===== src/sv/sws_pkg.sv =====
package sws_pkg;

  localparam int unsigned COORD_BITS_DEF   = 24;
  localparam int unsigned MAX_SEGMENTS_DEF = 32;
  localparam int unsigned TENSION_BITS     = 16;
  localparam int unsigned SEG_FIELD_BITS   = 6;
  localparam int unsigned QUEUE_DEPTH      = 2;
  localparam int unsigned ROUND_HALF       = 32768;

  // Occupancy flags of the span queue, seen by both sides.
  typedef struct packed {
    logic empty;
    logic full;
  } q_status_t;

endpackage


===== src/sv/sws_queue.sv =====
module sws_queue #(
  parameter int unsigned SPAN_W = 1
) (
  input  logic               clk_i,
  input  logic               rst_ni,
  input  logic               push_i,
  input  logic [SPAN_W-1:0]  data_i,
  input  logic               pop_i,
  output logic [SPAN_W-1:0]  data_o,
  output sws_pkg::q_status_t stat_o
);
  import sws_pkg::*;

  localparam int unsigned PW = (QUEUE_DEPTH > 1) ? $clog2(QUEUE_DEPTH) : 1;
  localparam int unsigned CW = $clog2(QUEUE_DEPTH + 1);

  logic [SPAN_W-1:0] mem_q [QUEUE_DEPTH];
  logic [PW-1:0]     wr_q, rd_q;
  logic [CW-1:0]     cnt_q;

  assign stat_o.empty = (cnt_q == '0);
  assign stat_o.full  = (cnt_q == CW'(QUEUE_DEPTH));
  assign data_o       = mem_q[rd_q];

  always_ff @(posedge clk_i) begin
    if (push_i) begin
      mem_q[wr_q] <= data_i;
    end
  end

  always_ff @(posedge clk_i or negedge rst_ni) begin
    if (!rst_ni) begin
      wr_q  <= '0;
      rd_q  <= '0;
      cnt_q <= '0;
    end else begin
      if (push_i) begin
        wr_q <= (wr_q == PW'(QUEUE_DEPTH - 1)) ? '0 : wr_q + 1'b1;
      end
      if (pop_i) begin
        rd_q <= (rd_q == PW'(QUEUE_DEPTH - 1)) ? '0 : rd_q + 1'b1;
      end
      if (push_i && !pop_i) begin
        cnt_q <= cnt_q + 1'b1;
      end else if (pop_i && !push_i) begin
        cnt_q <= cnt_q - 1'b1;
      end
    end
  end

endmodule


===== config.mk =====
export PLATFORM = sky130hd
export DESIGN_NAME = sws_queue
export DESIGN_NICKNAME = d
export VERILOG_FILES = /design/src/sv/sws_pkg.sv /design/src/sv/sws_queue.sv
export SDC_FILE = /design/constraint.sdc
export NUM_CORES = 1
export LEC_CHECK = 0
export ABC_AREA = 1
export BUFFER_PORTS_ARGS = -buffer_cell sky130_fd_sc_hd__buf_2
export CORE_AREA = 8 8 45 47
export CTS_CLUSTER_SIZE = 16
export DETAILED_ROUTE_END_ITERATION = 12
export DIE_AREA = 0 0 53 55
export GPL_TIMING_DRIVEN = 0
export PLACE_DENSITY = 0.43
export SYNTH_ARGS = -nofsm -noshare
export SYNTH_HDL_FRONTEND = slang
export SYNTH_SLANG_ARGS = --single-unit

===== constraint.sdc =====
create_clock -name clk_i -period 0.8 [get_ports clk_i]
set_input_delay 0.04 -clock clk_i [delete_from_list [all_inputs] [get_ports clk_i]]
set_output_delay 0.04 -clock clk_i [all_outputs]
set_load 0.1 [all_outputs]

## After elaboration in Yosys (flattened, before gate mapping)

Memory sizes are Yosys's and may differ from the RTL's.
Index checks and enable logic that the tools add are counted.

- Equality and inequality tests: 1
- Muxes and demuxes: 6
- Add/sub/neg operators: 4
- Reduce and logical (&&, ||, !) cells: 6

Operators by type and width:

| cell | number |
|---|---|
| 1-bit 2-to-1 mux | 4 |
| 2-bit 2-to-1 mux | 2 |
| 1-bit adder, second input constant | 2 |
| 2-bit by 1-bit adder with 2-bit output, second input constant | 1 |
| 2-bit equality test, second input constant | 1 |
| 1-bit logical AND | 2 |
| 1-bit logical NOT | 2 |
| 2-bit logical NOT | 1 |
| 2-bit nonzero test | 1 |
| 2-bit by 1-bit subtractor with 2-bit output, second input constant | 1 |

- Word-level logic and storage cells: 21
- Memories kept: 1
- Bits in registers: 4
- Memory bits (writable): 2
- Output and inout bits: 3

Memory list:

| memory | words | bits a word | read ports | clocked after memory_dff | write ports | line | RTL |
|---|---|---|---|---|---|---|---|
| mem_q | 2 | 1 | 1 | 0 | 1 | sws_queue.sv:17 | `logic [SPAN_W-1:0] mem_q [QUEUE_DEPTH];` |

## Logic depth before layout (Yosys ltp)

- Depth in word-level cells: 4
- Gate-level depth with buffers: 7

## Worst setup path after synthesis

No wires, ideal clock.

- Path type: reg-to-output
- Start: register cnt_q[0]
- End: output stat_o[0] (netlist bit)
- Stages on the path, launching flop included: 2
- Arrival: 1.681 ns
- Path buffers: 0
- Setup slack: -0.921 ns
- Path through: dfrtp_1 nor2_1

RTL lines:

| item | line | RTL |
|---|---|---|
| start, declared | sws_queue.sv:19 | `logic [CW-1:0] cnt_q;` |
| start signal, assigned | sws_queue.sv:44 | `cnt_q <= cnt_q + 1'b1;` |
| start signal, assigned | sws_queue.sv:46 | `cnt_q <= cnt_q - 1'b1;` |
| end, declared | sws_queue.sv:10 | `output sws_pkg::q_status_t stat_o` |

## Worst setup path after layout

- Start: register rd_q
- End: output data_o

- Word-level cells in the longest chain between the ends: 1

Ends and longest elaborated chain:

| item | line | RTL |
|---|---|---|
| start, declared | sws_queue.sv:18 | `logic [PW-1:0] wr_q, rd_q;` |
| start signal, assigned | sws_queue.sv:41 | `rd_q <= (rd_q == PW'(QUEUE_DEPTH - 1)) ? '0 : rd_q + 1'b1;` |
| memory 2 x 1 bit | -- |  |
| end, declared | sws_queue.sv:9 | `output logic [SPAN_W-1:0] data_o,` |

No other way between the ends.

==> flow_summary.json <==
{
  "pre_cts_slack_ns": -0.240,
  "max_slew.worst_pin.slew_ns": 0.141,
  "hold_ws_ns": 0.0339,
  "coreArea_sq_um": 1380,
  "power.ir.vdd_worst_mv": 2.15,
  "worst_setup_path_start_kind": "flip-flop",
  "drcViolationCount": 0,
  "grt_first_pass_wirelength_um": 1240,
  "vias": 267,
  "final_common_cell": "nand2_1",
  "final-hold-violation-count": 0,
  "route.detailed.vias_per_inst": 4.05,
  "share_of_post_route_cells_with_drive_strength_above_1": 0.500,
  "pwr_density_cell_nw_per_um2": 4190,
  "wirelength_um": 704,
  "ctsLongestPathBuffers": 2,
  "maximum_number_of_pins_on_one_net_before_global_route_repair": 5,
  "path_clk_slew_ns": 0.05,
  "first_iter_violations": 1,
  "detailed_place_hpwl_um": 425,
  "max-cap-violations": 0,
  "yosys_warnings": 0,
  "post_synth_and_or_nand_nor_area_fraction": 0.212,
  "rows": 14,
  "grt_setup_unrepaired": "yes",
  "yosys.cell_types.count": 11,
  "arrival_ns": 1.13,
  "synthAdderAreaFrac": 0.0433,
  "finalClockSkew_ns": 0.000110,
  "htree_levels": 1,
  "final_critical_path_setup_slack_ns": -0.366,
  "die_y_um": 55,
  "synth.mux.area_fraction": 0.0390,
  "portBuffers": 7,
  "synthXorXnorAreaFrac": 0.0606,
  "critPathMaxFanout": 2,
  "pin_count": 8,
  "r2r_slack_ns": -0.14,
  "crit_path_end_kind": "output pin",
  "globalplace.congestion": 0.629,
  "outcome": "finished, violations left",
  "grt.overflow.total": 0,
  "cts_buffers": 3,
  "dr_wl_met2_um": 315,
  "drt.antenna.violating_nets": 0,
  "final_net_count": 57,
  "antenna-diode-count": 0,
  "number_of_iterations_in_the_first_detailed_routing_pass": 3,
  "syn_nets": 38,
  "floorplan.initialDensity": 0.209,
  "min_path_type": "input pin to flip-flop",
  "setup_tns_ns": -1.08,
  "mostFrequentLayoutCells": "nand2_1, inv_1, buf_2",
  "violations": "negative setup slack",
  "cp.required_ns": 0.76,
  "cts_tree": "yes",
  "grt_pass1_vias": 297,
  "report.power.total_mw": 2.16,
  "area_delta_synth_final_pct": 78.8,
  "syn_avg_cell_area_sq_um": 9.03,
  "top_layer_used": "met4",
  "worst_slew_margin": 0.906,
  "floorplan.die_area_sq_um": 2920,
  "final_area_sq_um": 517,
  "cells_after_dpl": 55,
  "root_buffer": "clkbuf_4",
  "sequential_cell_area_fraction_in_the_yosys_report": 0.554,
  "chipWidth_um": 53,
  "grt_antenna_before_repair": 0,
  "fin_crit_ns": 1.17,
  "leakage_nw": 0.258,
  "slew_viol_final": 0,
  "setup_viol_count_final": 7,
  "final_min_period_over_clock_period": 1.46,
  "global_route.usage.total": 0.0598,
  "clock_insertion_delay_worst_skew_ns": 0.24,
  "wl_met1_um": 289,
  "detail_route.wl_per_cell_um": 10.7,
  "clock_sink_count": 6,
  "post_synthesis_cells": 32,
  "dpl-instance-area_sq_um": 364,
  "instances_no_fill": 66,
  "postLayoutCoreUtil": 0.373,
  "synth_compound_gate_area_share": 0,
  "postSynthRegisterBits": 6,
  "post_synth_instance_area_sq_um": 289,
  "synth_top_family_by_area": "simple AND/OR/NAND/NOR gates",
  "max_freq_ghz": 0.858,
  "routed-wl-met3_um": 91,
  "critical_path_class": "flip-flop to output pin"
}
[kinds of logic after synthesis]
logic type | after synthesis
and+or+nand+nor | 15
buffers and inverters | 7
DFF | 6
xor gates and xnor gates | 2
muxes | 1
adders and majority gates | 1
[worst paths after layout]
| path | endpoint | start | cells past startpoint |
|---|---|---|---|
| worst max-delay path | data_o | rd_q | 2 |
| worst min register to register | wr_q | wr_q | 1 |
| worst max register to register | cnt_q[1] | cnt_q[0] | 5 |
| min in group asynchronous | wr_q | rst_ni | 2 |
| max in group asynchronous | cnt_q[1] | rst_ni | 2 |
| worst min-delay path | wr_q | push_i | 2 |
[metal layers]
metal	track usage	up-vias
li1	-	132
met1	0.0615	124
met2	0.0859	9
met3	0.0428	2
met4	0.0388	0
met5	0	-
[area by class of cell]
type	count	area, sq um
multi-input combinational	19	131
inverter	7	28.8
fill	144	867
clock buffer	4	26.3
timing repair buffer	14	148
tap	16	20.0
sequential	6	163
[worst max-delay path, cell delays in order, from the launching register on]
cell and delay [ns]:
dfrtp_1 0.39, mux2_4 0.32, buf_12 0.17
[cells in the mapped netlist]
master	number	share of area
dfrtp_1	4	0.35
edfxtp_1	2	0.21
ha_1	1	0.043
inv_1	6	0.078
inv_2	1	0.013
mux2_2	1	0.039
nand2_1	9	0.12
nand2_2	1	0.022
nand3_1	2	0.035
nor2_1	3	0.039
xor2_1	2	0.061
[where the power goes]
part	switching (mW)	internal, mW
Clock	0.119	0.190
Combinational	0.743	0.550
Sequential	0.120	0.444
Total	0.981	1.18
[timing repair]
item,4_1_cts,5_1_grt
hold buffers,3,0
endpoints found under the setup margin,5,8
setup buffers,2,2
gates resized for setup,14,5
hold endpoints to repair,7,0
pin swaps,3,4
[flip-flops by register name, summed over array words and instances, names as in the netlist]
name / flops
mem_q: 2
rd_q: 1
wr_q: 1
cnt_q: 2
Note: power is estimated with default switching activity, not from simulation.
